## src/design/odith_pkg.sv

```systemverilog
`default_nettype none

package odith_pkg;

    localparam int MAX_ORDER_DEF = 16;
    localparam int COMP_W = 8;
    localparam int COMP_FULL = (1 << COMP_W) - 1;
    localparam int NUM_CHAN = 4;

    // Rescale divides by (2^depth - 1) through a reciprocal multiply.
    localparam int RESC_SHIFT = 22;
    localparam int KEPT_W = COMP_W - 1;
    localparam int RESC_MUL_W = 30;
    localparam int RESC_PROD_W = KEPT_W + RESC_MUL_W;
    localparam int ALIGN_W = 23;

    localparam int unsigned RESC_MUL_D1 = COMP_FULL * (((2 ** RESC_SHIFT) + 1 - 1) / 1);
    localparam int unsigned RESC_MUL_D2 = COMP_FULL * (((2 ** RESC_SHIFT) + 3 - 1) / 3);
    localparam int unsigned RESC_MUL_D3 = COMP_FULL * (((2 ** RESC_SHIFT) + 7 - 1) / 7);
    localparam int unsigned RESC_MUL_D4 = COMP_FULL * (((2 ** RESC_SHIFT) + 15 - 1) / 15);
    localparam int unsigned RESC_MUL_D5 = COMP_FULL * (((2 ** RESC_SHIFT) + 31 - 1) / 31);
    localparam int unsigned RESC_MUL_D6 = COMP_FULL * (((2 ** RESC_SHIFT) + 63 - 1) / 63);
    localparam int unsigned RESC_MUL_D7 = COMP_FULL * (((2 ** RESC_SHIFT) + 127 - 1) / 127);

    typedef enum logic {
        OP_LOAD  = 1'b0,
        OP_PIXEL = 1'b1
    } opcode_t;

    typedef enum logic [2:0] {
        REG_TARGET_DEPTH   = 3'd0,
        REG_MATRIX_ORDER   = 3'd1,
        REG_MATRIX_BITS    = 3'd2,
        REG_CHANNEL_ENABLE = 3'd3,
        REG_SRC_POS        = 3'd4,
        REG_DST_POS        = 3'd5
    } cfg_reg_t;

    // Settings derived from the configuration registers.
    typedef struct packed {
        logic [3:0] depth;
        logic [4:0] order;
        logic [3:0] mbits;
        logic       dither;
    } dcfg_t;

    function automatic logic [RESC_MUL_W-1:0] resc_mul(input logic [3:0] depth);
        logic [RESC_MUL_W-1:0] mul;
        unique case (depth)
            4'd1:    mul = RESC_MUL_W'(RESC_MUL_D1);
            4'd2:    mul = RESC_MUL_W'(RESC_MUL_D2);
            4'd3:    mul = RESC_MUL_W'(RESC_MUL_D3);
            4'd4:    mul = RESC_MUL_W'(RESC_MUL_D4);
            4'd5:    mul = RESC_MUL_W'(RESC_MUL_D5);
            4'd6:    mul = RESC_MUL_W'(RESC_MUL_D6);
            4'd7:    mul = RESC_MUL_W'(RESC_MUL_D7);
            default: mul = '0;
        endcase
        return mul;
    endfunction

endpackage

`default_nettype wire

```

## src/design/odith_coord_mod.sv

```systemverilog
`default_nettype none

module odith_coord_mod #(
    parameter int MAX_ORDER = odith_pkg::MAX_ORDER_DEF,
    localparam int ORDER_W = $clog2(MAX_ORDER + 1),
    localparam int REM_W = $clog2(MAX_ORDER),
    localparam int ACC_W = REM_W + 1
) (
    input  logic                   clk,
    input  logic                   rst_n,
    input  logic [ORDER_W-1:0]     order,
    input  logic                   item_valid,
    output logic                   item_ready,
    input  odith_pkg::opcode_t     opcode,
    input  logic [7:0]             coef_index,
    input  logic [7:0]             coef_value,
    input  logic [15:0]            pixel_row,
    input  logic [15:0]            pixel_col,
    input  logic [31:0]            src_pixel,
    input  logic [31:0]            dst_pixel_old,
    input  logic                   s3_ready,
    output logic                   s2_valid,
    output odith_pkg::opcode_t     s2_opcode,
    output logic [7:0]             s2_coef_index,
    output logic [7:0]             s2_coef_value,
    output logic [REM_W-1:0]       s2_row_rem,
    output logic [REM_W-1:0]       s2_col_rem,
    output logic [31:0]            s2_src,
    output logic [31:0]            s2_dst
);

    // Eight restoring remainder steps, one per coordinate bit.
    function automatic logic [REM_W-1:0] mod_steps(
        input logic [REM_W-1:0]   rem_in,
        input logic [7:0]         bits,
        input logic [ORDER_W-1:0] div
    );
        logic [ACC_W-1:0] acc;
        logic [REM_W-1:0] rem;
        rem = rem_in;
        for (int i = 7; i >= 0; i--) begin
            acc = {rem, bits[i]};
            if (acc >= ACC_W'(div)) begin
                acc = acc - ACC_W'(div);
            end
            rem = acc[REM_W-1:0];
        end
        return rem;
    endfunction

    logic                 s1_valid_reg;
    logic                 s1_valid_next;
    odith_pkg::opcode_t   s1_opcode_reg;
    logic [7:0]           s1_coef_index_reg;
    logic [7:0]           s1_coef_value_reg;
    logic [7:0]           s1_row_lo_reg;
    logic [7:0]           s1_col_lo_reg;
    logic [REM_W-1:0]     s1_row_rem_reg;
    logic [REM_W-1:0]     s1_col_rem_reg;
    logic [REM_W-1:0]     s1_row_rem_next;
    logic [REM_W-1:0]     s1_col_rem_next;
    logic [31:0]          s1_src_reg;
    logic [31:0]          s1_dst_reg;

    logic                 s2_valid_reg;
    logic                 s2_valid_next;
    odith_pkg::opcode_t   s2_opcode_reg;
    logic [7:0]           s2_coef_index_reg;
    logic [7:0]           s2_coef_value_reg;
    logic [REM_W-1:0]     s2_row_rem_reg;
    logic [REM_W-1:0]     s2_col_rem_reg;
    logic [REM_W-1:0]     s2_row_rem_next;
    logic [REM_W-1:0]     s2_col_rem_next;
    logic [31:0]          s2_src_reg;
    logic [31:0]          s2_dst_reg;

    logic                 s1_ready;
    logic                 s2_ready;

    assign s2_ready = !s2_valid_reg || s3_ready;
    assign s1_ready = !s1_valid_reg || s2_ready;
    assign item_ready = s1_ready;

    always_comb
    begin
        s1_valid_next = s1_ready ? item_valid : s1_valid_reg;
        s2_valid_next = s2_ready ? s1_valid_reg : s2_valid_reg;
        s1_row_rem_next = mod_steps('0, pixel_row[15:8], order);
        s1_col_rem_next = mod_steps('0, pixel_col[15:8], order);
        s2_row_rem_next = mod_steps(s1_row_rem_reg, s1_row_lo_reg, order);
        s2_col_rem_next = mod_steps(s1_col_rem_reg, s1_col_lo_reg, order);
    end

    always_ff @(posedge clk or negedge rst_n)
    begin
        if (!rst_n)
        begin
            s1_valid_reg <= 1'b0;
            s2_valid_reg <= 1'b0;
        end
        else
        begin
            s1_valid_reg <= s1_valid_next;
            s2_valid_reg <= s2_valid_next;
        end
    end

    always_ff @(posedge clk)
    begin
        if (s1_ready && item_valid)
        begin
            s1_opcode_reg     <= opcode;
            s1_coef_index_reg <= coef_index;
            s1_coef_value_reg <= coef_value;
            s1_row_lo_reg     <= pixel_row[7:0];
            s1_col_lo_reg     <= pixel_col[7:0];
            s1_row_rem_reg    <= s1_row_rem_next;
            s1_col_rem_reg    <= s1_col_rem_next;
            s1_src_reg        <= src_pixel;
            s1_dst_reg        <= dst_pixel_old;
        end
        if (s2_ready && s1_valid_reg)
        begin
            s2_opcode_reg     <= s1_opcode_reg;
            s2_coef_index_reg <= s1_coef_index_reg;
            s2_coef_value_reg <= s1_coef_value_reg;
            s2_row_rem_reg    <= s2_row_rem_next;
            s2_col_rem_reg    <= s2_col_rem_next;
            s2_src_reg        <= s1_src_reg;
            s2_dst_reg        <= s1_dst_reg;
        end
    end

    assign s2_valid      = s2_valid_reg;
    assign s2_opcode     = s2_opcode_reg;
    assign s2_coef_index = s2_coef_index_reg;
    assign s2_coef_value = s2_coef_value_reg;
    assign s2_row_rem    = s2_row_rem_reg;
    assign s2_col_rem    = s2_col_rem_reg;
    assign s2_src        = s2_src_reg;
    assign s2_dst        = s2_dst_reg;

    a_s1_hold: assert property (@(posedge clk) disable iff (!rst_n)
        s1_valid_reg && !s2_ready |=> s1_valid_reg)
        else $error("First stage dropped a beat while stalled.");

endmodule

`default_nettype wire

```

## src/design/odith_thr_mem.sv

```systemverilog
`default_nettype none

module odith_thr_mem #(
    parameter int MAX_ORDER = odith_pkg::MAX_ORDER_DEF,
    localparam int ORDER_W = $clog2(MAX_ORDER + 1),
    localparam int REM_W = $clog2(MAX_ORDER),
    localparam int DEPTH = MAX_ORDER * MAX_ORDER,
    localparam int ADDR_W = $clog2(DEPTH),
    localparam int IDX_W = REM_W + ORDER_W
) (
    input  logic                 clk,
    input  logic                 rst_n,
    input  logic [ORDER_W-1:0]   order,
    input  logic                 s2_valid,
    output logic                 s3_ready,
    input  odith_pkg::opcode_t   s2_opcode,
    input  logic [7:0]           s2_coef_index,
    input  logic [7:0]           s2_coef_value,
    input  logic [REM_W-1:0]     s2_row_rem,
    input  logic [REM_W-1:0]     s2_col_rem,
    input  logic [31:0]          s2_src,
    input  logic [31:0]          s2_dst,
    input  logic                 s4_ready,
    output logic                 s3_valid,
    output logic [31:0]          s3_src,
    output logic [31:0]          s3_dst,
    output logic [7:0]           s3_thr
);

    logic [7:0]        mem [DEPTH];
    logic [IDX_W-1:0]  idx_full;
    logic [ADDR_W-1:0] rd_addr;
    logic [ADDR_W-1:0] wr_addr;
    logic              mem_we;
    logic              is_load;

    logic              s3_valid_reg;
    logic              s3_valid_next;
    logic [31:0]       s3_src_reg;
    logic [31:0]       s3_dst_reg;
    logic [7:0]        s3_thr_reg;

    assign s3_ready = !s3_valid_reg || s4_ready;

    always_comb
    begin
        is_load  = (s2_opcode == odith_pkg::OP_LOAD);
        idx_full = IDX_W'(s2_row_rem) * IDX_W'(order) + IDX_W'(s2_col_rem);
        rd_addr  = idx_full[ADDR_W-1:0];
        wr_addr  = s2_coef_index[ADDR_W-1:0];
        mem_we   = s2_valid && is_load && s3_ready && ({1'b0, s2_coef_index} < 9'(DEPTH));
        s3_valid_next = s3_ready ? (s2_valid && !is_load) : s3_valid_reg;
    end

    always_ff @(posedge clk)
    begin
        if (mem_we)
        begin
            mem[wr_addr] <= s2_coef_value;
        end
        if (s3_ready)
        begin
            s3_thr_reg <= mem[rd_addr];
        end
    end

    always_ff @(posedge clk or negedge rst_n)
    begin
        if (!rst_n)
        begin
            s3_valid_reg <= 1'b0;
        end
        else
        begin
            s3_valid_reg <= s3_valid_next;
        end
    end

    always_ff @(posedge clk)
    begin
        if (s3_ready && s2_valid)
        begin
            s3_src_reg <= s2_src;
            s3_dst_reg <= s2_dst;
        end
    end

    assign s3_valid = s3_valid_reg;
    assign s3_src   = s3_src_reg;
    assign s3_dst   = s3_dst_reg;
    assign s3_thr   = s3_thr_reg;

    a_load_ends: assert property (@(posedge clk) disable iff (!rst_n)
        s2_valid && is_load && s3_ready |=> !s3_valid_reg)
        else $error("A load beat went on past the threshold memory.");

endmodule

`default_nettype wire

```

## src/design/odith_chan.sv

```systemverilog
`default_nettype none

module odith_chan (
    input  odith_pkg::dcfg_t cfg,
    input  logic [7:0]       val,
    input  logic [7:0]       thr,
    output logic [7:0]       res
);

    logic [3:0]                           drop;
    logic [7:0]                           low_mask;
    logic [7:0]                           high_mask;
    logic [odith_pkg::ALIGN_W-1:0]        frac_al;
    logic [odith_pkg::ALIGN_W-1:0]        thr_al;
    logic                                 fill;
    logic [7:0]                           dith_val;
    logic [odith_pkg::KEPT_W-1:0]         kept;
    logic [odith_pkg::RESC_PROD_W-1:0]    prod;
    logic [7:0]                           resc_val;

    always_comb
    begin
        drop      = 4'(odith_pkg::COMP_W) - cfg.depth;
        low_mask  = 8'(odith_pkg::COMP_FULL) >> cfg.depth;
        high_mask = ~low_mask;

        // Bring the dropped fraction and the threshold to one precision.
        frac_al = odith_pkg::ALIGN_W'(val & low_mask);
        thr_al  = odith_pkg::ALIGN_W'(thr);
        if (drop > cfg.mbits)
        begin
            thr_al = thr_al << (drop - cfg.mbits);
        end
        else if (drop < cfg.mbits)
        begin
            frac_al = frac_al << (cfg.mbits - drop);
        end
        fill     = frac_al > thr_al;
        dith_val = (val & high_mask) | (fill ? low_mask : 8'h00);

        kept = odith_pkg::KEPT_W'(val >> drop);
        prod = odith_pkg::RESC_PROD_W'(kept)
             * odith_pkg::RESC_PROD_W'(odith_pkg::resc_mul(cfg.depth));
        resc_val = prod[odith_pkg::RESC_SHIFT + odith_pkg::COMP_W - 1 : odith_pkg::RESC_SHIFT];

        res = cfg.dither ? dith_val : resc_val;
    end

endmodule

`default_nettype wire

```

## src/design/odith_quant.sv

```systemverilog
`default_nettype none

module odith_quant (
    input  logic                                        clk,
    input  logic                                        rst_n,
    input  odith_pkg::dcfg_t                            cfg,
    input  logic [7:0]                                  src_pos,
    input  logic                                        s3_valid,
    output logic                                        s4_ready,
    input  logic [31:0]                                 s3_src,
    input  logic [31:0]                                 s3_dst,
    input  logic [7:0]                                  s3_thr,
    input  logic                                        s5_ready,
    output logic                                        s4_valid,
    output logic [31:0]                                 s4_dst,
    output logic [odith_pkg::NUM_CHAN-1:0][7:0]         s4_res
);

    logic [odith_pkg::NUM_CHAN-1:0][7:0] chan_val;
    logic [odith_pkg::NUM_CHAN-1:0][7:0] chan_res;

    logic                                s4_valid_reg;
    logic                                s4_valid_next;
    logic [31:0]                         s4_dst_reg;
    logic [odith_pkg::NUM_CHAN-1:0][7:0] s4_res_reg;

    assign s4_ready = !s4_valid_reg || s5_ready;

    always_comb
    begin
        for (int k = 0; k < odith_pkg::NUM_CHAN; k++)
        begin
            chan_val[k] = s3_src[{src_pos[2*k +: 2], 3'b000} +: 8];
        end
        s4_valid_next = s4_ready ? s3_valid : s4_valid_reg;
    end

    for (genvar k = 0; k < odith_pkg::NUM_CHAN; k++)
    begin : g_chan
        odith_chan u_chan (
            .cfg (cfg),
            .val (chan_val[k]),
            .thr (s3_thr),
            .res (chan_res[k])
        );
    end

    always_ff @(posedge clk or negedge rst_n)
    begin
        if (!rst_n)
        begin
            s4_valid_reg <= 1'b0;
        end
        else
        begin
            s4_valid_reg <= s4_valid_next;
        end
    end

    always_ff @(posedge clk)
    begin
        if (s4_ready && s3_valid)
        begin
            s4_dst_reg <= s3_dst;
            s4_res_reg <= chan_res;
        end
    end

    assign s4_valid = s4_valid_reg;
    assign s4_dst   = s4_dst_reg;
    assign s4_res   = s4_res_reg;

    a_s4_hold: assert property (@(posedge clk) disable iff (!rst_n)
        s4_valid_reg && !s5_ready |=> s4_valid_reg && $stable(s4_res_reg)
            && $stable(s4_dst_reg))
        else $error("Channel stage changed while stalled.");

endmodule

`default_nettype wire

```

## src/design/ordered_dither_pixel.sv

```systemverilog
`default_nettype none

// Ordered dither of up to four 8-bit channels of a 32-bit pixel. Load beats
// (opcode 0) write one threshold coefficient at coef_index and give no result;
// pixel beats (opcode 1) give one result beat with dst_pixel_old in which each
// enabled channel is replaced, channel 0 first so a later channel that targets
// the same byte wins. With a matrix order of 2 or more the threshold at
// (row mod order, col mod order) decides whether the dropped bits are set; with
// order 0 or 1 the kept bits are rescaled to full range, and a target depth of
// 8 passes the destination pixel through. The threshold memory is not cleared
// at reset, so every entry that pixels will address must be loaded first. The
// block takes one beat per clock, loads and pixels alike. A pixel's result
// passes five registered stages: the coordinate remainders take two stages
// of eight restoring steps each, then come the memory read, the per-channel
// quantizer and the output register. It stops accepting beats only when all
// five stages are full and the result is not being taken. Configuration
// registers may be written only while no beat is in flight.
module ordered_dither_pixel #(
    parameter int MAX_ORDER = odith_pkg::MAX_ORDER_DEF
) (
    input  logic        clk,
    input  logic        rst_n,
    input  logic        cfg_wr_en,
    input  logic [2:0]  cfg_index,
    input  logic [7:0]  cfg_data,
    input  logic        item_valid,
    output logic        item_ready,
    input  logic        opcode,
    input  logic [7:0]  coef_index,
    input  logic [7:0]  coef_value,
    input  logic [15:0] pixel_row,
    input  logic [15:0] pixel_col,
    input  logic [31:0] src_pixel,
    input  logic [31:0] dst_pixel_old,
    output logic        result_valid,
    input  logic        result_ready,
    output logic [31:0] dst_pixel_new
);

    localparam int ORDER_W = $clog2(MAX_ORDER + 1);
    localparam int REM_W = $clog2(MAX_ORDER);

    logic [3:0] target_depth_reg;
    logic [4:0] matrix_order_reg;
    logic [3:0] matrix_bits_reg;
    logic [3:0] channel_enable_reg;
    logic [7:0] src_pos_reg;
    logic [7:0] dst_pos_reg;

    odith_pkg::dcfg_t dcfg;
    logic [4:0]       order_sat;

    logic                                s2_valid;
    odith_pkg::opcode_t                  s2_opcode;
    logic [7:0]                          s2_coef_index;
    logic [7:0]                          s2_coef_value;
    logic [REM_W-1:0]                    s2_row_rem;
    logic [REM_W-1:0]                    s2_col_rem;
    logic [31:0]                         s2_src;
    logic [31:0]                         s2_dst;
    logic                                s3_ready;
    logic                                s3_valid;
    logic [31:0]                         s3_src;
    logic [31:0]                         s3_dst;
    logic [7:0]                          s3_thr;
    logic                                s4_ready;
    logic                                s4_valid;
    logic [31:0]                         s4_dst;
    logic [odith_pkg::NUM_CHAN-1:0][7:0] s4_res;
    logic                                s5_ready;

    logic        result_valid_reg;
    logic        result_valid_next;
    logic [31:0] dst_new_reg;
    logic [31:0] merged;

    always_ff @(posedge clk or negedge rst_n)
    begin
        if (!rst_n)
        begin
            target_depth_reg   <= 4'(odith_pkg::COMP_W);
            matrix_order_reg   <= '0;
            matrix_bits_reg    <= '0;
            channel_enable_reg <= '0;
            src_pos_reg        <= '0;
            dst_pos_reg        <= '0;
        end
        else if (cfg_wr_en)
        begin
            unique case (odith_pkg::cfg_reg_t'(cfg_index))
                odith_pkg::REG_TARGET_DEPTH:   target_depth_reg   <= cfg_data[3:0];
                odith_pkg::REG_MATRIX_ORDER:   matrix_order_reg   <= cfg_data[4:0];
                odith_pkg::REG_MATRIX_BITS:    matrix_bits_reg    <= cfg_data[3:0];
                odith_pkg::REG_CHANNEL_ENABLE: channel_enable_reg <= cfg_data[3:0];
                odith_pkg::REG_SRC_POS:        src_pos_reg        <= cfg_data;
                odith_pkg::REG_DST_POS:        dst_pos_reg        <= cfg_data;
                default: ;
            endcase
        end
    end

    always_comb
    begin
        if (target_depth_reg == 4'd0)
        begin
            dcfg.depth = 4'd1;
        end
        else if (target_depth_reg > 4'(odith_pkg::COMP_W))
        begin
            dcfg.depth = 4'(odith_pkg::COMP_W);
        end
        else
        begin
            dcfg.depth = target_depth_reg;
        end
        order_sat   = (matrix_order_reg > 5'(MAX_ORDER)) ? 5'(MAX_ORDER) : matrix_order_reg;
        // The remainder steps need a nonzero divisor even in rescale mode.
        dcfg.order  = (order_sat == 5'd0) ? 5'd1 : order_sat;
        dcfg.mbits  = matrix_bits_reg;
        dcfg.dither = order_sat > 5'd1;
    end

    odith_coord_mod #(
        .MAX_ORDER (MAX_ORDER)
    ) u_coord_mod (
        .clk           (clk),
        .rst_n         (rst_n),
        .order         (dcfg.order[ORDER_W-1:0]),
        .item_valid    (item_valid),
        .item_ready    (item_ready),
        .opcode        (odith_pkg::opcode_t'(opcode)),
        .coef_index    (coef_index),
        .coef_value    (coef_value),
        .pixel_row     (pixel_row),
        .pixel_col     (pixel_col),
        .src_pixel     (src_pixel),
        .dst_pixel_old (dst_pixel_old),
        .s3_ready      (s3_ready),
        .s2_valid      (s2_valid),
        .s2_opcode     (s2_opcode),
        .s2_coef_index (s2_coef_index),
        .s2_coef_value (s2_coef_value),
        .s2_row_rem    (s2_row_rem),
        .s2_col_rem    (s2_col_rem),
        .s2_src        (s2_src),
        .s2_dst        (s2_dst)
    );

    odith_thr_mem #(
        .MAX_ORDER (MAX_ORDER)
    ) u_thr_mem (
        .clk           (clk),
        .rst_n         (rst_n),
        .order         (dcfg.order[ORDER_W-1:0]),
        .s2_valid      (s2_valid),
        .s3_ready      (s3_ready),
        .s2_opcode     (s2_opcode),
        .s2_coef_index (s2_coef_index),
        .s2_coef_value (s2_coef_value),
        .s2_row_rem    (s2_row_rem),
        .s2_col_rem    (s2_col_rem),
        .s2_src        (s2_src),
        .s2_dst        (s2_dst),
        .s4_ready      (s4_ready),
        .s3_valid      (s3_valid),
        .s3_src        (s3_src),
        .s3_dst        (s3_dst),
        .s3_thr        (s3_thr)
    );

    odith_quant u_quant (
        .clk      (clk),
        .rst_n    (rst_n),
        .cfg      (dcfg),
        .src_pos  (src_pos_reg),
        .s3_valid (s3_valid),
        .s4_ready (s4_ready),
        .s3_src   (s3_src),
        .s3_dst   (s3_dst),
        .s3_thr   (s3_thr),
        .s5_ready (s5_ready),
        .s4_valid (s4_valid),
        .s4_dst   (s4_dst),
        .s4_res   (s4_res)
    );

    assign s5_ready = !result_valid_reg || result_ready;

    always_comb
    begin
        merged = s4_dst;
        if (dcfg.depth != 4'(odith_pkg::COMP_W))
        begin
            for (int k = 0; k < odith_pkg::NUM_CHAN; k++)
            begin
                if (channel_enable_reg[k])
                begin
                    merged[{dst_pos_reg[2*k +: 2], 3'b000} +: 8] = s4_res[k];
                end
            end
        end
        result_valid_next = s5_ready ? s4_valid : result_valid_reg;
    end

    always_ff @(posedge clk or negedge rst_n)
    begin
        if (!rst_n)
        begin
            result_valid_reg <= 1'b0;
        end
        else
        begin
            result_valid_reg <= result_valid_next;
        end
    end

    always_ff @(posedge clk)
    begin
        if (s5_ready && s4_valid)
        begin
            dst_new_reg <= merged;
        end
    end

    assign result_valid  = result_valid_reg;
    assign dst_pixel_new = dst_new_reg;

    a_stall_source: assert property (@(posedge clk) disable iff (!rst_n)
        !item_ready |-> result_valid_reg && !result_ready)
        else $error("Input stalled although the result side is not blocked.");

endmodule

`default_nettype wire

```

## config.mk

```make
export PLATFORM = sky130hd
export DESIGN_NAME = ordered_dither_pixel
export DESIGN_NICKNAME = d
export VERILOG_FILES = /design/src/design/odith_pkg.sv /design/src/design/odith_coord_mod.sv /design/src/design/odith_thr_mem.sv /design/src/design/odith_chan.sv /design/src/design/odith_quant.sv /design/src/design/ordered_dither_pixel.sv
export SDC_FILE = /design/constraint.sdc
export NUM_CORES = 2
export LEC_CHECK = 0
export BUFFER_PORTS_ARGS = -buffer_cell sky130_fd_sc_hd__buf_2
export CORE_MARGIN = 2
export CORE_UTILIZATION = 50
export CTS_BUF_LIST = sky130_fd_sc_hd__clkbuf_4
export DETAILED_ROUTE_END_ITERATION = 12
export PLACE_DENSITY_LB_ADDON = 0.08
export SYNTH_ARGS = -nofsm -noshare
export SYNTH_HDL_FRONTEND = slang
export SYNTH_SLANG_ARGS = --single-unit
```

## constraint.sdc

```tcl
create_clock -name clk -period 37.2 [get_ports clk]
set_input_delay 1.86 -clock clk [delete_from_list [all_inputs] [get_ports clk]]
set_output_delay 1.86 -clock clk [all_outputs]
set_load 0.05 [all_outputs]
```

==> impl_metrics.yaml <==
finish:
  layout.cells.non_filler: 12252
  sequential_cell_area_um2: 73300
  final_layout_size_suffix_gt1_share_pct: 24.6
  registers.top_by_ff_count: "u_thr_mem.mem"
  layout.filler_cells: 20360
  finalNetCount: 9499
  multiInputGateArea_um2: 47600
  synthToLayoutAreaGrowth_pct: 10.4
  largest_register_ffs: 2048
drt:
  drt_first_iter_violations: 7050
  viasPerCell: 5.92
  routedWlPerCell_um: 27.4
  wirelength_um: 336000
  detail_route.first_pass.iterations: 7
  route.antenna.remaining_nets: 0
  vias: 72489
  drc_errors: 0
logic_synthesis:
  synth_area_leaders: "edfxtp_1 58%, mux4_2 13%, fa_1 8.0%, ha_1 4.2%, nor2_1 2.0%"
  synthTopCellsByCount: "2410 x edfxtp_1, 694 x mux4_2, 668 x nor2_1"
  synth_xor_area_share_pct: 1.05
  synth.distinct_cells: 109
  synth_compound_gate_area_share_pct: 5.24
  post-synth-top-count-cell: "edfxtp_1"
  ys_ff_latch: 2448
  synth-edff-count: 2410
  postSynth.asyncResetShare_pct: 1.55
  synthesized_area_per_cell_um2: 15.8
  synth_top_family_by_area: "multiplexers"
  postSynth.topFlopCell: "edfxtp_1"
  muxShareOfSynthArea_pct: 14.2
  synth.cell_area_um2: 125000
  synth_cells: 7900
  synth-seq-area-share_pct: 58.9
  synth_top_area_cell: "edfxtp_1"
  ys.warnings.count: 0
  synth_top_cell_area_share_pct: 58.1
  synth.net_count: 8943
  synth-simple-area-share_pct: 5.33
  synth_adder_area_share_pct: 12.2
worst_setup_path:
  end_kind: "flop"
  critical_path_peak_fanout: 32
  worstReg2RegEnd: "u_coord_mod.s2_col_rem[1]$_DFFE_PP_"
  cp.arrival_ps: 16610
  worst_reg_to_reg_setup_slack_ps: 21540
  timing.critical_path.slowest_cell_delay_ps: 690
  worstRegToRegCells: 62
  worst_setup_path_startpoint: "matrix_order_reg[4]$_DFFE_PN0P_"
  crit_path_start_kind: "flop"
  timing.critical_path.to: "u_coord_mod.s2_col_rem[1]$_DFFE_PP_"
  worst_ep_required_time_ps: 38160
  path_class: "flop to flop"
  critical_path.slowest_cell: "nor2b_2"
  timing.rr.start: "matrix_order_reg[4]$_DFFE_PN0P_"
  critical-path-top-cell-by-count: "a21o_1"
placement:
  weighted_congestion_at_the_end_of_routability_driven_global_placement: 0.919
  dp_cells: 11147
  hpwlAfterDp_um: 220000
  io_buffer_count: 162
floorplan:
  die_area_um2: 253000
  core_area_um2: 248000
  initial_utilization_pct: 50.2
  die_width_um: 503
  dieHeight_um: 503
  pin_count: 163
  total_number_of_placement_rows: 183
global_route:
  grtUsageTotal_pct: 26.6
  number_of_global_route_vias_before_repair: 74580
  grt_start_max_net_pins: 197
  grt_overflow_total: 0
  antenna_found_initial: 27
  global_route_wire_length_before_repair_um: 494000
sta:
  setup_viol: 0
  worst_clock_skew_ps: 160
  layout_worst_path_cycle_share_pct: 42.1
  fmax_ghz: 0.0639
  hold_violations: 0
  relSlewSlack_pct: 12.5
  drv_slew: 0
  hold_slack_ps: 322
  fin_tns_setup_ps: 0
  post-route-min-period_ps: 15660
  worst_pin_slew_ps: 1300
  rsz_0062_raised_after_global_routing: "no"
clocking:
  htree_levels: 6
  cts_root_buffer: "clkbuf_4"
  cts.sink_count: 2448
  clockBufferDepth: 4
  cts_hold_repair.buffers: 0
  clkTransAtPathRegs_ps: 60
  cts_made_buffers: 637
  tritoncts_clock_tree: "built"
  post-cts-setup-buffers: 0
  post_cts_resize_count: 0
  worst_skew_pair.late_latency_ps: 1320
worst_hold_path:
  hold_depth: 0
  timing.hold.worst.class: "flop to flop"
flow_run:
  maxCapViolations: 0
outcome:
  run_status: "finished, final reports clean"
cells by family (layout without fill, tap and decap cells):
| kind of cell | after synthesis | count (layout) |
|---|---|---|
| AO/OA/AOI/OAI | 986 | 986 |
| XOR/XNOR | 148 | 148 |
| adder cells (fa/ha/maj) | 914 | 914 |
| buffers and inverters | 993 | 1994 |
| flip-flops | 2448 | 2448 |
| multiplexers | 886 | 886 |
| other | 1 | 22 |
| AND/OR/NAND/NOR | 1524 | 1524 |
layer usage:
| layer | GRT usage [%] | up-vias | share of wire, % |
|---|---|---|---|
| li1 | - | 31510 | - |
| met1 | 37.5 | 37483 | 42 |
| met4 | 9.39 | 18 | 3.3 |
| met3 | 4.50 | 561 | 6.7 |
| met5 | 0 | - | 0.035 |
| met2 | 42.1 | 2917 | 48 |
final cells by class:
class                           instances  share of cell area, %
Clock inverter                        157                  0.863
Tap cell                             3330                   3.03
Timing Repair Buffer                  287                   1.36
Multi-Input combinational cell       4459                   34.6
Sequential cell                      2448                   53.3
Clock buffer                          927                   5.06
Antenna cell                           21                 0.0382
Inverter                              623                   1.70
cells in the final DEF, fill, tap and decap left out, types with 19 or more instances in the layout:
| master | Yosys | final |
|---|---|---|
| mux2i_1 | 78 | 78 |
| nor2b_1 | 54 | 52 |
| mux2_2 | 111 | 111 |
| o21ai_0 | 165 | 163 |
| nand2b_1 | 24 | 24 |
| a21oi_1 | 240 | 239 |
| clkbuf_4 | 0 | 927 |
| nand4_1 | 27 | 27 |
| nor3_1 | 36 | 36 |
| o22ai_1 | 33 | 33 |
| a22oi_1 | 72 | 72 |
| nand2_1 | 491 | 477 |
| clkinv_1 | 2 | 104 |
| xor2_1 | 57 | 54 |
| a31oi_1 | 47 | 47 |
| buf_2 | 59 | 162 |
| and3_1 | 19 | 19 |
| mux4_2 | 694 | 694 |
| a22o_1 | 24 | 24 |
| fa_1 | 496 | 495 |
| a31o_2 | 27 | 27 |
| diode_2 | 0 | 21 |
| buf_4 | 5 | 115 |
| and2_1 | 61 | 58 |
| bufinv_16 | 0 | 19 |
| a211oi_1 | 55 | 55 |
| dfrtp_1 | 37 | 37 |
| nor2_1 | 668 | 664 |
| inv_1 | 618 | 616 |
| nand3_1 | 61 | 57 |
| ha_1 | 418 | 415 |
| a21o_1 | 154 | 154 |
| xnor2_1 | 90 | 85 |
| edfxtp_1 | 2410 | 2410 |
how the worst min path moves through the flow:
| stage | to | start |
|---|---|---|
| finish | u_thr_mem.s3_src[3]$_DFFE_PP_ | u_coord_mod.s2_src[3]$_DFFE_PP_ |
| floorplan | u_coord_mod.s2_coef_index[0]$_DFFE_PP_ | u_coord_mod.s1_coef_index_reg[0]$_DFFE_PP_ |
| global placement | u_coord_mod.s2_src[29]$_DFFE_PP_ | u_coord_mod.s1_src_reg[29]$_DFFE_PP_ |
| global route | u_thr_mem.s3_src[3]$_DFFE_PP_ | u_coord_mod.s2_src[3]$_DFFE_PP_ |
| detailed placement | u_coord_mod.s2_dst[28]$_DFFE_PP_ | u_coord_mod.s1_dst_reg[28]$_DFFE_PP_ |
| CTS | u_thr_mem.s3_src[3]$_DFFE_PP_ | u_coord_mod.s2_src[3]$_DFFE_PP_ |
per-stage QoR:
| step | instance area (um2) | utilization [%] | setup slack, ps |
|---|---|---|---|
| 6_report | 138000 | 55.4 | 21540 |
| 5_1_grt | 137000 | 55.4 | 20530 |
| 4_1_cts | 137000 | 55.4 | 21490 |
| 3_5_place_dp | 129000 | 52.1 | 21580 |
| 3_3_place_gp | 129000 | 52.1 | 21960 |
| 2_1_floorplan | 125000 | - | 22720 |
critical path: cells and delay by family (launching register included):
| kind | cells | cell delay [ps] |
|---|---|---|
| DFF | 1 | 520 |
| adders and majority gates | 8 | 2580 |
| AOI/OAI and AO/OA | 39 | 7720 |
| and+or+nand+nor | 5 | 1160 |
| muxes | 7 | 2360 |
| buffers and inverters | 3 | 990 |
Power is left out: the tool's default activity adds up to more than one toggle a clock period on the data nets, which glitch-free logic cannot reach.
